==> config.mk <==
export PLATFORM = sky130hd
export DESIGN_NAME = dual_quadrature_counter_snapshot_core
export DESIGN_NICKNAME = d
export VERILOG_FILES = /design/src/rtl/core/dqc_pkg.sv /design/src/rtl/core/dqc_lane.sv /design/src/rtl/core/dqc_snap.sv /design/src/rtl/core/dual_quadrature_counter_snapshot_core.sv
export SDC_FILE = /design/constraint.sdc
export NUM_CORES = 1
export LEC_CHECK = 0
export ABC_AREA = 1
export BUFFER_PORTS_ARGS = -buffer_cell sky130_fd_sc_hd__clkbuf_2
export CORE_MARGIN = 5
export CORE_UTILIZATION = 60
export DETAILED_ROUTE_END_ITERATION = 8
export GPL_TIMING_DRIVEN = 1
export HOLD_SLACK_MARGIN = 0.12
export PLACE_DENSITY = 0.77
export SLEW_MARGIN = 10
export SYNTH_ARGS = -nofsm -noshare
export SYNTH_HDL_FRONTEND = slang
export SYNTH_SLANG_ARGS = --single-unit
export TNS_END_PERCENT = 50
==> constraint.sdc <==
create_clock -name clock -period 7.1 [get_ports clock]
set_input_delay 0.71 -clock clock [delete_from_list [all_inputs] [get_ports clock]]
set_output_delay 0.71 -clock clock [all_outputs]
set_load 0.005 [all_outputs]
==> src/rtl/core/dqc_pkg.sv <==
package dqc_pkg;

   // Fixed field widths
   localparam int OUT_BITS           = 32;
   localparam int STAMP_BITS         = 32;
   localparam int INTERVAL_BITS      = 16;
   localparam int CSR_INDEX_BITS     = 2;
   localparam int CSR_DATA_BITS      = INTERVAL_BITS;
   localparam int COUNT_BITS_DEFAULT = 32;

   // Command codes
   localparam logic CMD_SAMPLE = 1'b0;
   localparam logic CMD_CLEAR  = 1'b1;

   // Register indexes
   localparam logic [CSR_INDEX_BITS-1:0] CSR_LEFT_NEGATE       = 2'd0;
   localparam logic [CSR_INDEX_BITS-1:0] CSR_RIGHT_NEGATE      = 2'd1;
   localparam logic [CSR_INDEX_BITS-1:0] CSR_SNAPSHOT_INTERVAL = 2'd2;

   // Register reset values
   localparam logic                     LEFT_NEGATE_RESET  = 1'b1;
   localparam logic                     RIGHT_NEGATE_RESET = 1'b0;
   localparam logic [INTERVAL_BITS-1:0] INTERVAL_RESET     = 16'd50;

   // Per-word control from the input handshake to the lanes and the sampler
   typedef struct packed {
      logic sample;  // sampling word accepted
      logic clear;   // clear word accepted
   } word_ctrl_type;

endpackage

==> src/rtl/core/dqc_lane.sv <==
module dqc_lane
   import dqc_pkg::*;
#(
   parameter int COUNT_BITS = COUNT_BITS_DEFAULT
) (
   input  logic                clock,
   input  logic                reset,
   input  word_ctrl_type       ctrl,
   input  logic                chan_a,
   input  logic                chan_b,
   input  logic                negate,
   output logic [OUT_BITS-1:0] total
);

   logic [COUNT_BITS-1:0] pos_ff, pos_in;
   logic                  a_prev_ff, a_prev_in;
   logic                  step_up;

   assign step_up = (chan_b != chan_a) ^ negate;

   always_comb begin
      pos_in    = pos_ff;
      a_prev_in = a_prev_ff;
      if (ctrl.clear) begin
         pos_in = '0;
      end else if (ctrl.sample && (chan_a != a_prev_ff)) begin
         pos_in    = step_up ? pos_ff + COUNT_BITS'(1) : pos_ff - COUNT_BITS'(1);
         a_prev_in = chan_a;
      end
   end

   always_ff @(posedge clock) begin
      if (reset) begin
         pos_ff    <= '0;
         a_prev_ff <= 1'b1;
      end else begin
         pos_ff    <= pos_in;
         a_prev_ff <= a_prev_in;
      end
   end

   // Updated count, sign-extended or truncated to the output width
   generate
      if (COUNT_BITS >= OUT_BITS) begin : g_trunc
         assign total = pos_in[OUT_BITS-1:0];
      end else begin : g_sext
         assign total = {{(OUT_BITS-COUNT_BITS){pos_in[COUNT_BITS-1]}}, pos_in};
      end
   endgenerate

endmodule

==> src/rtl/core/dqc_snap.sv <==
module dqc_snap
   import dqc_pkg::*;
(
   input  logic                     clock,
   input  logic                     reset,
   input  word_ctrl_type            ctrl,
   input  logic                     ms_tick,
   input  logic [INTERVAL_BITS-1:0] interval,
   input  logic [OUT_BITS-1:0]      left_total,
   input  logic [OUT_BITS-1:0]      right_total,
   output logic                     out_full,
   input  logic                     rsp_stall,
   output logic                     rsp_valid,
   output logic signed [OUT_BITS-1:0] rsp_left_total,
   output logic signed [OUT_BITS-1:0] rsp_right_total,
   output logic [STAMP_BITS-1:0]    rsp_stamp_ms
);

   logic [STAMP_BITS-1:0] now_ff, now_in;
   logic [STAMP_BITS-1:0] last_ff, last_in;
   logic                  armed_ff, armed_in;
   logic [STAMP_BITS-1:0] elapsed;
   logic                  fire;

   logic                  valid_ff, valid_in;
   logic [OUT_BITS-1:0]   left_ff, left_in;
   logic [OUT_BITS-1:0]   right_ff, right_in;
   logic [STAMP_BITS-1:0] stamp_ff, stamp_in;

   assign now_in  = (ctrl.sample && ms_tick) ? now_ff + STAMP_BITS'(1) : now_ff;
   assign elapsed = now_in - last_ff;
   assign fire    = ctrl.sample && armed_ff && (elapsed >= STAMP_BITS'(interval));

   always_comb begin
      armed_in = armed_ff;
      last_in  = last_ff;
      if (ctrl.sample && !armed_ff) begin
         armed_in = 1'b1;
         last_in  = now_in;
      end else if (fire) begin
         last_in = now_in;
      end
   end

   // Output word register; upstream is held only while it is full and stalled
   assign out_full = valid_ff && rsp_stall;

   always_comb begin
      valid_in = valid_ff && rsp_stall;
      left_in  = left_ff;
      right_in = right_ff;
      stamp_in = stamp_ff;
      if (fire) begin
         valid_in = 1'b1;
         left_in  = left_total;
         right_in = right_total;
         stamp_in = now_in;
      end
   end

   always_ff @(posedge clock) begin
      if (reset) begin
         now_ff   <= '0;
         last_ff  <= '0;
         armed_ff <= 1'b0;
         valid_ff <= 1'b0;
      end else begin
         now_ff   <= now_in;
         last_ff  <= last_in;
         armed_ff <= armed_in;
         valid_ff <= valid_in;
      end
   end

   always_ff @(posedge clock) begin
      left_ff  <= left_in;
      right_ff <= right_in;
      stamp_ff <= stamp_in;
   end

   assign rsp_valid       = valid_ff;
   assign rsp_left_total  = left_ff;
   assign rsp_right_total = right_ff;
   assign rsp_stamp_ms    = stamp_ff;

endmodule

==> src/rtl/core/dual_quadrature_counter_snapshot_core.sv <==
// Dual quadrature encoder counter with periodic snapshots (x2 decoding).
//
// Input channel (req_*): one word per clock carries a command, the A/B pin
// levels of both encoders and a millisecond tick. cmd sample decodes A edges
// into both position counters and advances time; cmd clear zeroes both counts.
// Result channel (rsp_*): a snapshot word (both counts, time stamp) is sent
// each time the elapsed time since the last snapshot reaches the interval.
// The first sampling word only arms the sampler.
// Config port (csr_*): direction signs and interval; write only while idle.
//
// Throughput: one word per cycle while req_stall is low. Each word is handled in
// the cycle it is accepted; its snapshot appears on rsp_* the next cycle.
// The two encoder lanes run in parallel; the sampler merges their counts into
// the single output register; req_stall is high only while that register is
// full and rsp_stall is high.
// If the receiver stalls while a snapshot is pending, req_stall rises and the
// pending word holds until taken.
// Reset: counts, time and sampler cleared, previous A levels set high,
// registers back to defaults; no clearing pass is needed.
module dual_quadrature_counter_snapshot_core
   import dqc_pkg::*;
#(
   parameter int COUNT_BITS = COUNT_BITS_DEFAULT
) (
   input  logic                       clock,
   input  logic                       reset,
   // config write port
   input  logic                       csr_wr_en,
   input  logic [CSR_INDEX_BITS-1:0]  csr_index,
   input  logic [CSR_DATA_BITS-1:0]   csr_wr_data,
   // input words
   input  logic                       req_valid,
   output logic                       req_stall,
   input  logic                       req_cmd,
   input  logic                       req_left_a,
   input  logic                       req_left_b,
   input  logic                       req_right_a,
   input  logic                       req_right_b,
   input  logic                       req_ms_tick,
   // snapshot words
   output logic                       rsp_valid,
   input  logic                       rsp_stall,
   output logic signed [OUT_BITS-1:0] rsp_left_total,
   output logic signed [OUT_BITS-1:0] rsp_right_total,
   output logic [STAMP_BITS-1:0]      rsp_stamp_ms
);

   logic                     left_negate_ff, left_negate_in;
   logic                     right_negate_ff, right_negate_in;
   logic [INTERVAL_BITS-1:0] interval_ff, interval_in;

   logic                     accept;
   logic                     out_full;
   word_ctrl_type            ctrl;
   logic [OUT_BITS-1:0]      left_total;
   logic [OUT_BITS-1:0]      right_total;

   // Config registers
   always_comb begin
      left_negate_in  = left_negate_ff;
      right_negate_in = right_negate_ff;
      interval_in     = interval_ff;
      if (csr_wr_en) begin
         case (csr_index)
            CSR_LEFT_NEGATE:       left_negate_in  = csr_wr_data[0];
            CSR_RIGHT_NEGATE:      right_negate_in = csr_wr_data[0];
            CSR_SNAPSHOT_INTERVAL: interval_in     = csr_wr_data[INTERVAL_BITS-1:0];
            default: ;
         endcase
      end
   end

   always_ff @(posedge clock) begin
      if (reset) begin
         left_negate_ff  <= LEFT_NEGATE_RESET;
         right_negate_ff <= RIGHT_NEGATE_RESET;
         interval_ff     <= INTERVAL_RESET;
      end else begin
         left_negate_ff  <= left_negate_in;
         right_negate_ff <= right_negate_in;
         interval_ff     <= interval_in;
      end
   end

   // Handshake: hold upstream only while a snapshot waits on a stalled sink
   assign req_stall  = out_full;
   assign accept     = req_valid && !out_full;
   assign ctrl.sample = accept && (req_cmd == CMD_SAMPLE);
   assign ctrl.clear  = accept && (req_cmd == CMD_CLEAR);

   dqc_lane #(
      .COUNT_BITS (COUNT_BITS)
   ) u_left_lane (
      .clock  (clock),
      .reset  (reset),
      .ctrl   (ctrl),
      .chan_a (req_left_a),
      .chan_b (req_left_b),
      .negate (left_negate_ff),
      .total  (left_total)
   );

   dqc_lane #(
      .COUNT_BITS (COUNT_BITS)
   ) u_right_lane (
      .clock  (clock),
      .reset  (reset),
      .ctrl   (ctrl),
      .chan_a (req_right_a),
      .chan_b (req_right_b),
      .negate (right_negate_ff),
      .total  (right_total)
   );

   // Merge: time base, sampler and output register
   dqc_snap u_snap (
      .clock           (clock),
      .reset           (reset),
      .ctrl            (ctrl),
      .ms_tick         (req_ms_tick),
      .interval        (interval_ff),
      .left_total      (left_total),
      .right_total     (right_total),
      .out_full        (out_full),
      .rsp_stall       (rsp_stall),
      .rsp_valid       (rsp_valid),
      .rsp_left_total  (rsp_left_total),
      .rsp_right_total (rsp_right_total),
      .rsp_stamp_ms    (rsp_stamp_ms)
   );

endmodule

==> results of run 1 <==
## per-stage QoR
stage,power (uW),util,instances,hold WS [ns]
floorplan,2217,-,2173,0.4353
global placement,2391,0.6420,2599,0.4500
detailed placement,2414,0.6420,2599,0.4568
CTS,3916,0.6799,2651,0.3780
global route,4116,0.6799,2651,0.4044
finish,3898,0.6799,2651,0.3952
## worst reg2reg max path, delay by kind of cell, from the launching register on
| family | cells | cell delay (ns) |
|---|---|---|
| and+or+nand+nor | 14 | 1.72 |
| buffers and inverters | 6 | 1.17 |
| AOI/OAI and AO/OA | 2 | 0.57 |
| adders and majority gates | 3 | 0.88 |
| DFF | 1 | 0.41 |
| xor gates and xnor gates | 2 | 0.52 |
## routing by layer
layer	vias to the layer above	routed length (um)	global-route usage	share of wire
li1	7281	-	-	-
met1	6512	16760	0.3363	0.43
met2	410	18450	0.4542	0.47
met3	105	2216	0.03928	0.057
met4	0	1651	0.1027	0.042
met5	-	0	0	0
## synth_stat cells (36+ instances only)
master	n	area [sq um]
or2_2	63	394.1
a21oi_1	159	795.8
nand3_1	131	655.6
o21ai_0	85	425.4
clkbuf_1	36	135.1
edfxtp_1	96	2883
nand2_1	466	1749
xor2_1	47	411.6
nor2_1	287	1077
inv_1	346	1299
ha_1	108	1351
nor3_1	37	185.2
dfxtp_1	150	3003
## power by group
part	switching (uW)	leakage (uW)	internal, uW	total, uW
Sequential	23.8	0.00214	1520	1540
Clock	570	0.000480	931	1500
Combinational	563	0.00631	295	858
## layout make-up
cell class / count / area, sq um / area share
inverter: 353 / 1328 / 0.07579
clock buffer: 37 / 795.8 / 0.04543
sequential: 246 / 5886 / 0.3360
clock inverter: 15 / 181.4 / 0.01036
tap: 335 / 419.2 / 0.02393
timing repair buffer: 136 / 720.7 / 0.04114
multi-input combinational: 1529 / 8187 / 0.4674
## cell families (layout without fill, tap and decap cells)
group / Yosys count / count (layout)
buffers and inverters: 398 / 541
AO/OA/AOI/OAI: 309 / 309
XOR/XNOR: 60 / 60
AND/OR/NAND/NOR: 1049 / 1049
adder cells (fa/ha/maj): 111 / 111
flip-flops: 246 / 246
## registers in the layout, indices dropped and copies added, names as in the netlist, 16 cells and up
name                    count
u_snap.rsp_right_total     32
u_left_lane.pos_ff         32
u_snap.rsp_stamp_ms        32
u_snap.rsp_left_total      32
u_right_lane.pos_ff        32
interval_ff                16
u_snap.last_ff             32
u_snap.now_ff              32
## final timing paths
path                               endpoint  slack (ns)  depth (start not counted)
hold / removal               interval_ff[1]        0.40                          3
hold reg to reg              interval_ff[8]        0.46                          2
setup reg to reg  u_snap.rsp_left_total[27]        1.49                         27
setup / recovery  u_snap.rsp_left_total[27]        1.49                         27
==> flow_metrics.tcl, run 1 <==
set metrics [dict create \
    crit_start "u_snap.now_ff[0]" \
    gp_congestion 0.9349 \
    outcome "finished, final reports clean" \
    skew_ns 0.02393 \
    ys.warnings.count 0 \
    synth.distinct_cells 45 \
    via_per_inst 5.397 \
    synth_fa_ha_area_frac 0.09071 \
    peakVddDrop_mv 0.2010 \
    hold_path.class "in -> reg" \
    dp_hpwl_um 29600 \
    crit_family "simple AND/OR/NAND/NOR gates" \
    crit_path_end_kind "flip-flop" \
    critPathBufInv 6 \
    place_area_sq_um 16540 \
    critical_path_required_ns 7.32 \
    grt_pass1_wl_um 64470 \
    synthMuxAreaShare 0 \
    grt_start_max_net_pins 88 \
    syn_inst 2173 \
    clk_pin_slew_ns 0.06 \
    antenna_cells 0 \
    cp.arrival_ns 5.83 \
    clk_latency_ns 0.55 \
    power_leakage_uw 0.008933 \
    crit_type "reg -> reg" \
    grt_pass1_vias 13610 \
    ys_seq_elements 246 \
    fmax_mhz 178.1 \
    r2r-start "u_snap.now_ff[0]" \
    syn-num-nets 2313 \
    hold_viol 0 \
    dr.pass1.iters 5 \
    syn_to_final_growth_pct 12.59 \
    holdBufCountCts 0 \
    setup_violations 0 \
    start_util 0.6039 \
    cts_tree "built" \
    synth-xor-area-share 0.03378 \
    min_from "csr_wr_data[1]" \
    layout_setup_ws_ns 1.485 \
    ys.flop_type "dfxtp_1" \
    worst_slew_pin_slew_ns 0.9669 \
    seq_area_frac_synth 0.3783 \
    mappedNetlistArea_sq_um 15560 \
    synth_top_family_by_area "simple AND/OR/NAND/NOR gates" \
    wire_per_inst_um 14.74 \
    io_buffers 126 \
    ant_nets 0 \
    cp_max_fo 56 \
    synthSimpleGateAreaFrac 0.2897 \
    die-area_sq_um 29250 \
    wirelength_um 39080 \
    vias 14310 \
    rsz0062_at_grt "false" \
    slew_viol_final 0 \
    powerDensity_nw_per_um2 222.6 \
    crit_slowest_cell "inv_4" \
    synth_edf_count 96 \
    pre_cts_ws_ns 1.246 \
    tns_ns 0 \
    post_cts_resized 0 \
    cts_buffers 28 \
    critPathLaunchType "flip-flop" \
    final_common_cell "nand2_1" \
    drt-initial-drc-count 1051 \
    antenna_found_initial 0 \
    syn_avg_cell_area_sq_um 7.160 \
    cts_buffer_depth 3 \
    slew_headroom 0.3554 \
    synth-compound-area-share 0.1100 \
    root_buffer "clkbuf_16" \
    async_flop_share 0 \
    grt_overflow 0 \
    core_area_sq_um 25760 \
    die_x_um 171.0 \
    io_pins 127 \
    h-tree-depth 1 \
    die_h_um 171.0 \
    rows 59 \
    drv_cap 0 \
    drc 0 \
    final_cell_area_sq_um 17520 \
    max_stage_delay_ns 0.53 \
    drive_above_1_share 0.1166 \
    final_cell_mix "466 x nand2_1, 345 x inv_1, 287 x nor2_1" \
    period_minus_slack_ns 5.615 \
    n_fill_cell 2224 \
    fin_nets 2434 \
    cts.sinks 246 \
    postCtsSetupRepairBufs 0 \
    finalCritPeriodShare 0.7908 \
    grt_usage 0.2642 \
]
Power figures use the tool's default switching activity.
==> run 2: changes to the inputs <==
- ABC_AREA: 1 -> 0
- CORE_UTILIZATION: 60 -> 55
- PLACE_DENSITY: 0.77 -> 0.74
- clock period: 7.1 -> 4.89 ns (I/O delays scaled with it)
==> run 2 against run 1 <==
Effect of this change:
- the run now ends with setup timing left
- cell count down 14%
- design area grew 5.5%
- sequential power rose by 44%
- critical path type unchanged
==> flow_metrics.tcl, run 2 <==
set metrics [dict create \
    outcome "complete, but fails checks" \
    violations "setup timing" \
    finalCoreUtilization 0.7071 \
    wirelength_um 38970 \
    grt_pass1_wl_um 63070 \
    critPathLaunchType "flip-flop" \
    die-area_sq_um 30000 \
    grt_start_max_net_pins 67 \
    via_per_inst 5.610 \
    vias 12840 \
    slew_headroom 0.2396 \
    synth_edf_count 96 \
    synth_common_cells "157 x nor2_1, 151 x nand2_1, 150 x dfxtp_1" \
    dr.pass1.iters 5 \
    crit_slowest_cell "or2_4" \
    syn-num-nets 1756 \
    grt_pass1_vias 12620 \
    n_fill_cell 2040 \
    ant_nets 0 \
    syn_to_final_growth_pct 26.15 \
    crit_start "u_snap.rsp_valid" \
    yosysTopAreaCell "dfxtp_1" \
    async_flop_share 0 \
    worstSetupPathDepth 29 \
    synth_top_area_frac 0.2050 \
    setup_violations 129 \
    syn_avg_cell_area_sq_um 9.064 \
    crit_path_end_kind "flip-flop" \
    core_area_sq_um 26130 \
    seq_area_frac_synth 0.4018 \
    gp_congestion 0.9220 \
    cp_max_fo 12 \
    die_x_um 173.2 \
    cts.sinks 246 \
    hold_path_depth 2 \
    fin_nets 2071 \
    final_common_cell "buf_4" \
    period_minus_slack_ns 5.714 \
    hold_path.class "in -> reg" \
    cts_buffers 28 \
    wire_per_inst_um 17.02 \
    antenna_found_initial 0 \
    placed_cells 2218 \
    die_h_um 173.2 \
    finalCritPeriodShare 1.169 \
    worst_slew_pin_slew_ns 1.136 \
    max_stage_delay_ns 0.37 \
    reg2reg_depth 29 \
    hold_viol 0 \
    grt_overflow 0 \
    holdBufCountCts 0 \
    h-tree-depth 1 \
    layout_setup_ws_ns -0.8243 \
    stdcell_count 2289 \
    ys_seq_elements 246 \
    drt-initial-drc-count 952 \
    rsz0062_at_grt "true" \
    mappedNetlistArea_sq_um 14650 \
    io_buffers 126 \
    drc 0 \
    power_leakage_uw 0.008465 \
    synth.distinct_cells 74 \
    clk_pin_slew_ns 0.06 \
    skew_ns 0.01042 \
    critPathBufInv 6 \
    synth.most_common_cell "nor2_1" \
    ys.flop_type "dfxtp_1" \
    start_util 0.5605 \
    rows 59 \
    dp_hpwl_um 27910 \
    powerDensity_nw_per_um2 287.3 \
    cp-endpoint "u_snap.rsp_left_total[3]" \
    crit_family "simple AND/OR/NAND/NOR gates" \
    synth_area_leaders "dfxtp_1 21%, edfxtp_1 20%, ha_1 9.2%, a21oi_1 5.0%, nor2_1 4.0%" \
    critical_path_required_ns 5.20 \
    cp.arrival_ns 6.02 \
    clk_latency_ns 0.55 \
    drive_above_1_share 0.2504 \
    cts_buffer_depth 3 \
    cts_tree "built" \
    crit_type "reg -> reg" \
    cp_common_cell "buf_4" \
    grt_usage 0.2487 \
    r2r-start "u_snap.rsp_valid" \
    final_cell_mix "214 x buf_4, 150 x nor2_1, 149 x dfxtp_1" \
    reg2reg_setup_slack_ns -0.82 \
    io_pins 127 \
    root_buffer "clkbuf_16" \
    reg2reg_to "u_snap.rsp_left_total[3]" \
    peakVddDrop_mv 0.2406 \
    drv_cap 0 \
    ys.warnings.count 0 \
    slew_viol_final 0 \
    syn_inst 1616 \
    fmax_mhz 175.0 \
]
==> run 2: cell count changes in the layout (fill, tap and decap cells not counted), moves of 30 or more <==
cell | before | now
xnor2_1 | 13 | 60
buf_4 | 10 | 214
inv_1 | 345 | 83
nor2_1 | 287 | 150
nor2b_1 | 0 | 66
mux2_4 | 0 | 30
nand2_1 | 466 | 148
or2_2 | 63 | 4
nand3_1 | 131 | 47
a21o_1 | 9 | 49
==> run 2: area by class of cell <==
| type | count | area [sq um] | area share |
|---|---|---|---|
| inverters | 84 | 319.1 | 0.01727 |
| repair buffers | 349 | 2439 | 0.1320 |
| well taps | 335 | 419.2 | 0.02268 |
| clock buffers | 32 | 715.7 | 0.03873 |
| clock inverters | 20 | 261.5 | 0.01415 |
| multi-input cells | 1222 | 8434 | 0.4565 |
| diodes | 1 | 2.502 | 0.0001354 |
| flip-flops and latches | 246 | 5887 | 0.3186 |
==> run 2: worst register-to-register path: cells and delay by family (launching register included) <==
kind	cells	cell delay, ns
simple gates	11	1.79
compound gates	8	1.44
buf+inv	6	0.97
fa+ha+maj	2	0.60
xor+xnor	2	0.34
flops	1	0.33
==> run 2: kinds of logic (layout without fill, tap and decap cells) <==
kind of cell | after synthesis | count (layout) | share of synthesized area
simple gates | 569 | 569 | 0.1878
compound gates | 389 | 389 | 0.1682
flops | 246 | 246 | 0.4018
buf+inv | 148 | 485 | 0.03955
fa+ha+maj | 111 | 111 | 0.09635
xor+xnor | 109 | 109 | 0.06569
mux | 44 | 44 | 0.04057
other cells | 0 | 1 | 0
==> run 2: per-stage QoR <==
stage               instance area [sq um]  hold WS [ns]  TNS, ns  total power, uW  setup WS (ns)
finish                              18480        0.1550   -99.30             5309        -0.8243
global route                        18480        0.1552  -145.18             5518         -1.172
CTS                                 18330        0.1451   -80.31             5319        -0.6460
detailed placement                  17070        0.4487  -142.30             3086         -1.201
global placement                    17070        0.4442  -128.76             3063         -1.102
floorplan                           14690        0.4363  -153.22             2861         -1.459
==> run 2: repair_timing <==
item | 4_1_cts | 5_1_grt
pin swaps | 30 | 1
endpoints found under the setup margin | 129 | 129
endpoints found under the hold margin | 0 | 0
gates cloned | 2 | 1
buffers inserted | 12 | 4
gates resized for setup | 33 | 15
==> run 2: how the worst min path moves through the flow <==
| stage | start | endpoint | slack (ns) |
|---|---|---|---|
| after global routing | csr_wr_data[4] | interval_ff[4] | 0.16 |
| after global placement | interval_ff[3] | interval_ff[3] | 0.44 |
| final | csr_wr_data[1] | interval_ff[1] | 0.16 |
| after detailed placement | interval_ff[14] | interval_ff[14] | 0.45 |
| after floorplan | interval_ff[10] | interval_ff[10] | 0.44 |
| after CTS | csr_wr_data[4] | interval_ff[4] | 0.15 |
==> run 2: report_power, final <==
group	internal, uW	total [uW]	switching [uW]
logic	383	897	514
registers	2180	2210	25.5
clock network	1330	2200	875
==> run 2: per-layer routing <==
| metal | vias up | routed length (um) | GRT usage |
|---|---|---|---|
| met4 | 0 | 860 | 0.06086 |
| li1 | 6377 | - | - |
| met5 | - | 0 | 0 |
| met3 | 59 | 1972 | 0.03210 |
| met1 | 6050 | 17350 | 0.3337 |
| met2 | 355 | 18780 | 0.4294 |
